`config.mk`:
```
export PLATFORM = sky130hd
export DESIGN_NAME = one_shot_timer_bank_top
export DESIGN_NICKNAME = d
export VERILOG_FILES = /design/src/sv/ostb_pkg.sv /design/src/sv/one_shot_timer_bank_top.sv /design/src/sv/ostb_ctrl.sv /design/src/sv/ostb_dp.sv
export SDC_FILE = /design/constraint.sdc
export NUM_CORES = 1
export LEC_CHECK = 0
export BUFFER_PORTS_ARGS = -buffer_cell sky130_fd_sc_hd__buf_4
export CORE_MARGIN = 10
export CORE_UTILIZATION = 55
export CTS_CLUSTER_SIZE = 40
export DETAILED_ROUTE_END_ITERATION = 10
export GPL_ROUTABILITY_DRIVEN = 0
export PLACE_DENSITY = 0.74
export SYNTH_ARGS = -nofsm -noshare
export SYNTH_HDL_FRONTEND = slang
export SYNTH_HIERARCHICAL = 1
export SYNTH_SLANG_ARGS = --single-unit
```
`constraint.sdc`:
```
create_clock -name clock -period 10 [get_ports clock]
set_clock_uncertainty 0.05 [all_clocks]
set_input_delay 2 -clock clock [delete_from_list [all_inputs] [get_ports clock]]
set_output_delay 2 -clock clock [all_outputs]
set_load 0.03 [all_outputs]
```
`src/sv/ostb_pkg.sv`:
```
`default_nettype none
package ostb_pkg;

   localparam int CHANNELS     = 16;
   localparam int CHAN_FIELD_W = 4;
   localparam int MS_W         = 16;

   localparam int CH_W   = (CHANNELS > 1) ? $clog2(CHANNELS) : 1;
   localparam int STEP_W = $clog2(CHANNELS + 1);
   localparam int CMP_W  = (STEP_W > CHAN_FIELD_W) ? STEP_W : CHAN_FIELD_W;

   typedef logic [CH_W-1:0]   ch_idx_type;
   typedef logic [STEP_W-1:0] step_type;
   typedef logic [CMP_W-1:0]  cmp_type;
   typedef logic [MS_W-1:0]   ms_type;

   typedef enum logic [1:0] {
      KIND_LOAD = 2'd0,
      KIND_POLL = 2'd1,
      KIND_TICK = 2'd2
   } kind_type;

   typedef struct packed {
      logic       accept;
      logic       load_en;
      logic       poll_en;
      logic       tick_en;
      logic       rd_en;
      ch_idx_type rd_idx;
      logic       wb_en;
      ch_idx_type wb_idx;
   } cmd_type;

   typedef struct packed {
      logic tick_live;
   } status_type;

endpackage
`default_nettype wire

```
`src/sv/one_shot_timer_bank_top.sv`:
```
// Bank of CHANNELS one-shot millisecond timers. The response to a load or
// poll transaction is registered. The next transaction is taken only when
// the response register is empty or its response is taken in the same
// cycle, so with rsp_ready held high transactions run back to back. A tick
// whose timestamp differs from the previous one starts a sweep: the count
// memory is read one channel per cycle and written back in the cycle after
// the read, and no transaction is accepted until the sweep ends. A tick's
// response (always 0) is issued at once, so a poll after a tick sees the
// completed sweep.
`default_nettype none
module one_shot_timer_bank_top (
   input  wire logic        clock,
   input  wire logic        reset,
   input  wire logic        req_valid,
   output logic             req_ready,
   input  wire logic [1:0]  req_kind,
   input  wire logic [3:0]  req_channel,
   input  wire logic [15:0] req_load_ms,
   input  wire logic [15:0] req_now_ms,
   output logic             rsp_valid,
   input  wire logic        rsp_ready,
   output logic             rsp_fired
);

   ostb_pkg::cmd_type    cmd;
   ostb_pkg::status_type status;

   ostb_ctrl u_ctrl (
      .clock     (clock),
      .reset     (reset),
      .req_valid (req_valid),
      .req_kind  (req_kind),
      .req_ready (req_ready),
      .rsp_valid (rsp_valid),
      .rsp_ready (rsp_ready),
      .status    (status),
      .cmd       (cmd)
   );

   ostb_dp u_dp (
      .clock       (clock),
      .reset       (reset),
      .cmd         (cmd),
      .req_channel (req_channel),
      .req_load_ms (req_load_ms),
      .req_now_ms  (req_now_ms),
      .status      (status),
      .rsp_fired   (rsp_fired)
   );

endmodule
`default_nettype wire

```
`src/sv/ostb_ctrl.sv`:
```
`default_nettype none
module ostb_ctrl (
   input  wire logic                 clock,
   input  wire logic                 reset,
   input  wire logic                 req_valid,
   input  wire logic [1:0]           req_kind,
   output logic                      req_ready,
   output logic                      rsp_valid,
   input  wire logic                 rsp_ready,
   input  wire ostb_pkg::status_type status,
   output ostb_pkg::cmd_type         cmd
);

   typedef enum logic {
      ST_IDLE,
      ST_SWEEP
   } state_type;

   state_type          state_ff, state_in;
   ostb_pkg::step_type step_ff, step_in;
   logic               rsp_valid_ff, rsp_valid_in;
   logic               accept;
   logic               is_tick;

   assign is_tick   = (req_kind == ostb_pkg::KIND_TICK);
   // idle, and the output register is free or is being emptied this cycle
   assign req_ready = (state_ff == ST_IDLE) && (!rsp_valid_ff || rsp_ready);
   assign accept    = req_valid && req_ready;
   assign rsp_valid = rsp_valid_ff;

   // sweep: read channel step, write back channel step-1, read in the cycle before
   always_comb begin
      cmd.accept  = accept;
      cmd.load_en = accept && (req_kind == ostb_pkg::KIND_LOAD);
      cmd.poll_en = accept && (req_kind == ostb_pkg::KIND_POLL);
      cmd.tick_en = accept && is_tick;
      cmd.rd_en   = (state_ff == ST_SWEEP) &&
                    (step_ff < ostb_pkg::step_type'(ostb_pkg::CHANNELS));
      cmd.rd_idx  = ostb_pkg::ch_idx_type'(step_ff);
      cmd.wb_en   = (state_ff == ST_SWEEP) && (step_ff != '0);
      cmd.wb_idx  = ostb_pkg::ch_idx_type'(step_ff - ostb_pkg::step_type'(1));
   end

   always_comb begin
      state_in     = state_ff;
      step_in      = step_ff;
      rsp_valid_in = rsp_valid_ff;
      if (rsp_ready) begin
         rsp_valid_in = 1'b0;
      end
      if (accept) begin
         rsp_valid_in = 1'b1;
      end
      case (state_ff)
         ST_IDLE: begin
            if (accept && is_tick && status.tick_live) begin
               state_in = ST_SWEEP;
               step_in  = '0;
            end
         end
         ST_SWEEP: begin
            if (step_ff == ostb_pkg::step_type'(ostb_pkg::CHANNELS)) begin
               state_in = ST_IDLE;
            end else begin
               step_in = step_ff + ostb_pkg::step_type'(1);
            end
         end
         default: state_in = ST_IDLE;
      endcase
   end

   always_ff @(posedge clock) begin
      if (reset) begin
         state_ff     <= ST_IDLE;
         step_ff      <= '0;
         rsp_valid_ff <= 1'b0;
      end else begin
         state_ff     <= state_in;
         step_ff      <= step_in;
         rsp_valid_ff <= rsp_valid_in;
      end
   end

endmodule
`default_nettype wire

```
`src/sv/ostb_dp.sv`:
```
`default_nettype none
module ostb_dp (
   input  wire logic                 clock,
   input  wire logic                 reset,
   input  wire ostb_pkg::cmd_type    cmd,
   input  wire logic [3:0]           req_channel,
   input  wire logic [15:0]          req_load_ms,
   input  wire logic [15:0]          req_now_ms,
   output ostb_pkg::status_type      status,
   output logic                      rsp_fired
);

   // remaining counts
   ostb_pkg::ms_type mem [ostb_pkg::CHANNELS];
   ostb_pkg::ms_type rdata_ff;
   logic             rvld_ff;

   logic [ostb_pkg::CHANNELS-1:0] vld_ff, vld_in;
   logic [ostb_pkg::CHANNELS-1:0] exp_ff, exp_in;
   ostb_pkg::ms_type              last_stamp_ff, last_stamp_in;
   ostb_pkg::ms_type              elapsed_ff, elapsed_in;
   logic                          fired_ff, fired_in;

   ostb_pkg::ch_idx_type ch_idx;
   ostb_pkg::ch_idx_type wr_addr;
   ostb_pkg::ms_type     wr_data;
   ostb_pkg::ms_type     count;
   ostb_pkg::ms_type     next_cnt;
   logic                 ch_ok;
   logic                 cnt_live;
   logic                 wr_en;

   assign ch_idx = ostb_pkg::ch_idx_type'(req_channel);
   assign ch_ok  = ostb_pkg::cmp_type'(req_channel) <
                   ostb_pkg::cmp_type'(ostb_pkg::CHANNELS);

   assign elapsed_in       = req_now_ms - last_stamp_ff;
   assign status.tick_live = (elapsed_in != '0);

   // a never-written entry reads as zero
   assign count    = rvld_ff ? rdata_ff : '0;
   assign cnt_live = (count != '0);
   assign next_cnt = (count >= elapsed_ff) ? (count - elapsed_ff) : '0;

   assign wr_en   = (cmd.load_en && ch_ok) || (cmd.wb_en && cnt_live);
   assign wr_addr = cmd.load_en ? ch_idx : cmd.wb_idx;
   assign wr_data = cmd.load_en ? req_load_ms : next_cnt;

   always_ff @(posedge clock) begin
      if (wr_en) begin
         mem[wr_addr] <= wr_data;
      end
      if (cmd.rd_en) begin
         rdata_ff <= mem[cmd.rd_idx];
         rvld_ff  <= vld_ff[cmd.rd_idx];
      end
   end

   always_comb begin
      vld_in        = vld_ff;
      exp_in        = exp_ff;
      last_stamp_in = last_stamp_ff;
      fired_in      = fired_ff;
      if (wr_en) begin
         vld_in[wr_addr] = 1'b1;
      end
      if ((cmd.load_en || cmd.poll_en) && ch_ok) begin
         exp_in[ch_idx] = 1'b0;
      end
      if (cmd.wb_en && cnt_live && (next_cnt == '0)) begin
         exp_in[cmd.wb_idx] = 1'b1;
      end
      if (cmd.tick_en && status.tick_live) begin
         last_stamp_in = req_now_ms;
      end
      if (cmd.accept) begin
         fired_in = cmd.poll_en && ch_ok && exp_ff[ch_idx];
      end
   end

   always_ff @(posedge clock) begin
      if (reset) begin
         vld_ff        <= '0;
         exp_ff        <= '0;
         last_stamp_ff <= '0;
      end else begin
         vld_ff        <= vld_in;
         exp_ff        <= exp_in;
         last_stamp_ff <= last_stamp_in;
      end
   end

   always_ff @(posedge clock) begin
      fired_ff <= fired_in;
      if (cmd.tick_en) begin
         elapsed_ff <= elapsed_in;
      end
   end

   assign rsp_fired = fired_ff;

endmodule
`default_nettype wire

```
======== After elaboration in Yosys (flattened, before gate mapping) ========
Memories as Yosys holds them, arrays and structs flattened. A register that Yosys moved wholly into a read port is not among the register bits.
Cells that the tools add are included.
word-level totals
  register bits ........................... 73
  bits in writable memories ............... 256
  input bits .............................. 42
  output and inout bits ................... 3
  logic and storage cells ................. 84
  memories kept ........................... 1
operators by class
  add/subtract/negate cells ............... 4
  order comparisons ....................... 9
  eq/ne operators ......................... 5
  muxes and demuxes ....................... 26
  bitwise gates (word level) .............. 5
  reduce and logical (&&, ||, !) cells .... 25
memory list
  name      words  width  rd ports  clocked after Yosys merged registers in  write ports  line           source
  u_dp.mem  16     16     1         1                                        1            ostb_dp.sv:14  ostb_pkg::ms_type mem [ostb_pkg::CHANNELS];
operators with widths
  operator               count
  $mux W16               5
  $or A16 B16 Y16        2
  $reduce_bool A16 Y1    2
  $sub A16 B16 Y16       2
  $lt A4 B5 Y1 const B   4
  $and A16 B16 Y16       1
  $ge A16 B16 Y1         1
  $logic_not A16 Y1      1
  $not A16 Y16           1
  $logic_and A1 B1 Y1    14
  $demux W1 S4           3
  $ge A4 B1 Y1 const B   3
  $mux W1                11
  $mux W5                2
  $pmux W5 S2            1
  $bmux W1 S4            2
  $add A5 B1 Y5 const B  1
  $eq A5 B5 Y1 const B   1
  $lt A5 B5 Y1 const B   1
  $reduce_bool A5 Y1     1
  $mux W4                1
  $ne A2 B2 Y1 const B   2
  $sub A4 B1 Y4 const B  1
  $logic_or A1 B1 Y1     3
  other kinds (8)        8

======== Depth between registers and ports, before layout ========
  depth in word-level cells ............... 11
  gate-level depth with buffers ........... 15
  depth with buffers taken out ............ 14

======== Modules after synthesis ========
The synthesis kept the hierarchy.
modules (own cells, without submodules)
  module     times used  cells an instance  area an instance (um^2)  sequential area each (um^2)
  ostb_dp    1           1000               15172.1                  9669.3
  ostb_ctrl  1           60                 523.0                    140.1

======== Worst setup path after synthesis ========
OpenSTA, ideal clock, no wires.
  path kind ............................... input to register
  from .................................... input req_now_ms[0]
  to ...................................... register u_ctrl.step_ff[0]
  library setup time ...................... 0.058 ns
  arrival time ............................ 4.882 ns
  required time ........................... 9.892 ns
  slack ................................... 5.010 ns
  stages .................................. 14
  cells stage by stage .................... inv_1 > ha_1 > fa_1 > nor2b_4 > o2111ai_1 > a21boi_1 > o211ai_1 > or4_4 > nor4_4 > nand4_1 > and4bb_1 > a32oi_1 > and2b_4 > mux2_2
between the ends
  word-level cells in the longest chain between the ends .. 5
ends and longest elaborated chain
  item                         line                           source
  start: declaration           one_shot_timer_bank_top.sv:19  input wire logic [15:0] req_now_ms,
  $sub A16 B16 Y16             ostb_dp.sv:37                  assign elapsed_in = req_now_ms - last_stamp_ff;
  net u_dp.elapsed_in[8]       ostb_dp.sv:21                  ostb_pkg::ms_type elapsed_ff, elapsed_in;
  $reduce_bool A16 Y1          ostb_dp.sv:38                  assign status.tick_live = (elapsed_in != '0);
  net status                   one_shot_timer_bank_top.sv:26  ostb_pkg::status_type status;
  $logic_and A1 B1 Y1          ostb_ctrl.sv:56                if (accept && is_tick && status.tick_live) begin
  $ne A2 B2 Y1 (no line)       --
  $reduce_and A2 Y1 (no line)  --
  end signal: assignment       ostb_ctrl.sv:79                step_ff <= step_in;
  end: declaration             ostb_ctrl.sv:20                ostb_pkg::step_type step_ff, step_in;
The timed path passes the listed nets, and every way through them passes these cells.
A chain may end at the register's enable or synchronous reset.

======== Worst setup path after layout ========
Same ends and word-level chain as after synthesis.

==> impl_metrics.py <==
metrics = {
    "clock_tree": {
        "cts_num_sinks": 345,
        "cts_tree": "done",
        "path_clk_slew_ns": 0.06,
        "postCtsSetupBuffers": 0,
        "cts_buffers": 35,
        "cts_buffer_depth": 3,
        "clock_latency_ns": 0.51,
        "post_cts_resized": 0,
        "clockRootBuffer": "clkbuf_16",
        "hold_buffers": 0,
        "htree_levels": 2,
    },
    "worst_hold_path": {
        "hp-start": "u_dp/last_stamp_ff[5]$_SDFFE_PP0P_",
        "whs_endpoint": "u_dp/last_stamp_ff[5]$_SDFFE_PP0P_",
        "min-delay-path-class": "reg2reg",
        "hold_path_depth": 2,
    },
    "global_route": {
        "grt_use_total_pct": 20.19,
        "overflow": 0,
        "grt_max_degree": 72,
        "grt.met3_usage_pct": 2.885,
        "antenna_found_initial": 0,
        "grt_pass1_wl_um": 55770,
        "met2_usage_pct": 34.73,
        "grt_pass1_vias": 9419,
        "grt-busiest-layer": "met2",
        "grt_util_met1_pct": 26.47,
    },
    "worst_setup_path": {
        "endpoint_kind": "flop",
        "crit_buf_inv": 2,
        "cp_max_fo": 5,
        "r2r_start": "u_dp/rvld_ff$_DFFE_PP_",
        "cp.arrival_ns": 5.25,
        "reg2reg_depth": 11,
        "cpPeakStageDelay_ns": 0.58,
        "regToRegEndpoint": "u_dp/mem[7][6]$_DFFE_PP_",
        "cp_top_family": "simple AND/OR/NAND/NOR gates",
        "cp_slowest_cell": "or4_4",
        "startpoint_type": "input pin",
        "required_ns": 10.40,
        "critical_path_class": "in2reg",
        "reg2reg_slack_ns": 5.73,
        "path_cells": "buf_4 > inv_1 > ha_1 > fa_1 > nor2b_4 > o2111ai_1 > a21boi_1 > o211ai_1 > or4_4 > nor4_4 > nand4_1 > and4bb_1 > a32oi_1 > and2b_4 > mux2_2",
    },
    "drt": {
        "drt_pass1_iterations": 6,
        "drc_errors": 0,
        "drt-total-wl_um": 35750,
        "vias": 9395,
        "drtAntennaViolNets": 0,
        "post_drt_wl_per_cell_um": 23.38,
        "drt_iter0_markers": 1038,
        "via_per_inst": 6.145,
    },
    "power_and_ir_drop": {
        "switching_power_mw": 0.7183,
        "p_comb_share_pct": 8.5,
        "p_clk_share_pct": 42.5,
        "leakage_nw": 6.005,
        "switching_share_pct": 22.02,
        "p_int_mw": 2.544,
        "vdd_ir_drop_max_mv": 0.1012,
        "p_per_area_nw_per_um2": 183.2,
        "power_frac_seq_pct": 49.0,
    },
    "final_layout": {
        "num-fill-cells": 1959,
        "layout_common_cells": "290 x edfxtp_1, 90 x mux4_2, 88 x nand2_1",
        "final_nets": 1202,
        "area_delta_synth_final_pct": 13.47,
        "final_core_util_pct": 63.76,
        "num_antenna_cells": 0,
        "drive_above_1_share_pct": 23.37,
        "layout_commonest_cell": "edfxtp_1",
    },
    "synth": {
        "syn-num-nets": 1137,
        "synth-seq-area-share_pct": 62.50,
        "synth_top_area_share_pct": 55.48,
        "ys.flop_type": "edfxtp_1",
        "ys_async_sr_fraction_pct": 0,
        "synth_edf_count": 290,
        "synth_compound_area_share_pct": 7.629,
        "synth_area_per_cell_um2": 14.81,
        "synth_cell_types": 74,
        "muxShareOfSynthArea_pct": 14.07,
        "synthTopCellsByArea": "edfxtp_1 55%, mux4_2 13%, dfxtp_1 7.0%",
        "synth_seq_cells": 345,
        "synth_top_family_by_area": "multiplexers",
        "netlist_area_um2": 15700,
        "synth_xor_area_share_pct": 1.331,
        "synth_fa_ha_area_share_pct": 2.886,
        "yosysTopAreaCell": "edfxtp_1",
        "synth-simple-area-share_pct": 8.626,
        "yosysWarningCount": 6,
        "postSynthCellCount": 1060,
    },
    "floorplan": {
        "rows": 61,
        "ios": 45,
        "coreArea_um2": 27930,
        "die-area_um2": 35690,
        "die_h_um": 188.9,
        "initial_core_util_pct": 56.19,
        "die_w_um": 188.9,
    },
    "timing": {
        "max_freq_mhz": 206.0,
        "worst_hold_slack_ns": 0.4081,
        "finalHoldViolations": 0,
        "setup_viol": 0,
        "worstMarginPinSlew_ns": 1.115,
        "fin_crit_ns": 4.855,
        "final-max-slew-violation-count": 0,
        "rsz0062_at_grt": "false",
        "finalSetupTns_ns": 0,
        "min_period_over_period_pct": 48.55,
        "slew_headroom_pct": 25.19,
    },
    "placement": {
        "io_buffer_count": 44,
        "dp_hpwl_um": 22280,
    },
    "run_status": {
        "status": "complete, no violations",
    },
    "run": {
        "drv_cap": 0,
    },
}
-- Yosys cell counts (7+ instances only) --
master	count
clkbuf_1	36
xor2_1	11
nand3_1	14
nor2b_1	8
and2_1	17
edfxtp_1	290
nand2_1	88
nor2_1	79
mux4_2	90
ha_1	33
mux2i_1	17
a21o_1	13
nand4_1	7
o21ai_1	9
a21oi_1	27
o21ai_2	10
nor3_1	18
o31ai_1	11
nor3b_1	8
a31oi_1	8
xnor2_1	11
nand2b_1	7
o21ai_0	26
dfxtp_1	55
inv_1	55
o211ai_1	16
-- through the flow --
step                setup WS [ns]  instances  total power [mW]  cell area (um2)
floorplan                   5.010       1060             1.819            15700
global placement            4.729       1466             1.896            16580
detailed placement          4.631       1466             1.902            16580
CTS                         5.155       1529             3.282            17810
global route                4.983       1529             3.371            17810
finish                      5.145       1529             3.263            17810
-- routing by layer --
metal  share of wire [%]  up-vias  wire (um)
met4                 1.8        0        659
met5                   0        -          0
met2                  51      371      18210
met3                 7.3       54       2617
li1                    -     4232          -
met1                  40     4738      14270
-- worst max path at each step --
| stage | startpoint | end | cells past startpoint |
|---|---|---|---|
| 6_report | req_now_ms[0] | u_ctrl/step_ff[0]$_SDFFE_PP0P_ | 15 |
| 5_1_grt | req_now_ms[0] | u_ctrl/step_ff[1]$_SDFFE_PP0P_ | 15 |
| 3_3_place_gp | req_now_ms[0] | u_ctrl/step_ff[0]$_SDFFE_PP0P_ | 15 |
| 3_5_place_dp | req_now_ms[0] | u_ctrl/step_ff[0]$_SDFFE_PP0P_ | 15 |
| 2_1_floorplan | req_now_ms[0] | u_ctrl/step_ff[0]$_SDFFE_PP0P_ | 14 |
| 4_1_cts | req_now_ms[0] | u_ctrl/step_ff[0]$_SDFFE_PP0P_ | 15 |
-- registers in the layout (all words and copies together) (netlist names) --
signal,flops
u_ctrl/rsp_valid,1
u_ctrl/state_ff,1
u_ctrl/step_ff,5
u_dp/elapsed_ff,16
u_dp/exp_ff,16
u_dp/last_stamp_ff,16
u_dp/mem,256
u_dp/rdata_ff,16
u_dp/rsp_fired,1
u_dp/rvld_ff,1
u_dp/vld_ff,16
-- cell families (layout without fill, tap and decap cells) --
group / count (synthesis) / count (layout)
xor gates and xnor gates: 23 / 23
DFF: 345 / 345
and+or+nand+nor: 277 / 277
buffers and inverters: 108 / 199
adders and majority gates: 35 / 35
AOI/OAI and AO/OA: 164 / 164
muxes: 108 / 108
-- area by class of cell --
| class | instances | area [um2] | area share (%) |
|---|---|---|---|
| clock buffer | 43 | 925.9 | 5.199 |
| clock inverter | 20 | 305.3 | 1.714 |
| inverter | 55 | 206.4 | 1.159 |
| multi-input combinational | 607 | 5474 | 30.74 |
| sequential | 345 | 9817 | 55.12 |
| tap | 378 | 473.0 | 2.656 |
| timing repair buffer | 81 | 608.1 | 3.414 |
-- power by group through the flow --
stage	Combinational, mW	Clock [mW]	Sequential (mW)
2_1_floorplan	0.195	0	1.62
6_report	0.277	1.39	1.60
5_1_grt	0.303	1.47	1.60
3_3_place_gp	0.268	0	1.63
3_5_place_dp	0.273	0	1.63
4_1_cts	0.276	1.41	1.60
-- worst reg2reg max path, stage by stage (launching register included) --
cell      delay [ns]
edfxtp_1        0.60
nand2_1         0.17
ha_1            0.17
inv_1           0.05
fa_1            0.39
a21oi_1         0.20
o211ai_1        0.17
a21oi_1         0.35
a21oi_1         0.12
o311a_1         0.44
nor2_1          0.61
o21ai_1         0.53
Note: power is estimated with default switching activity, not from simulation.
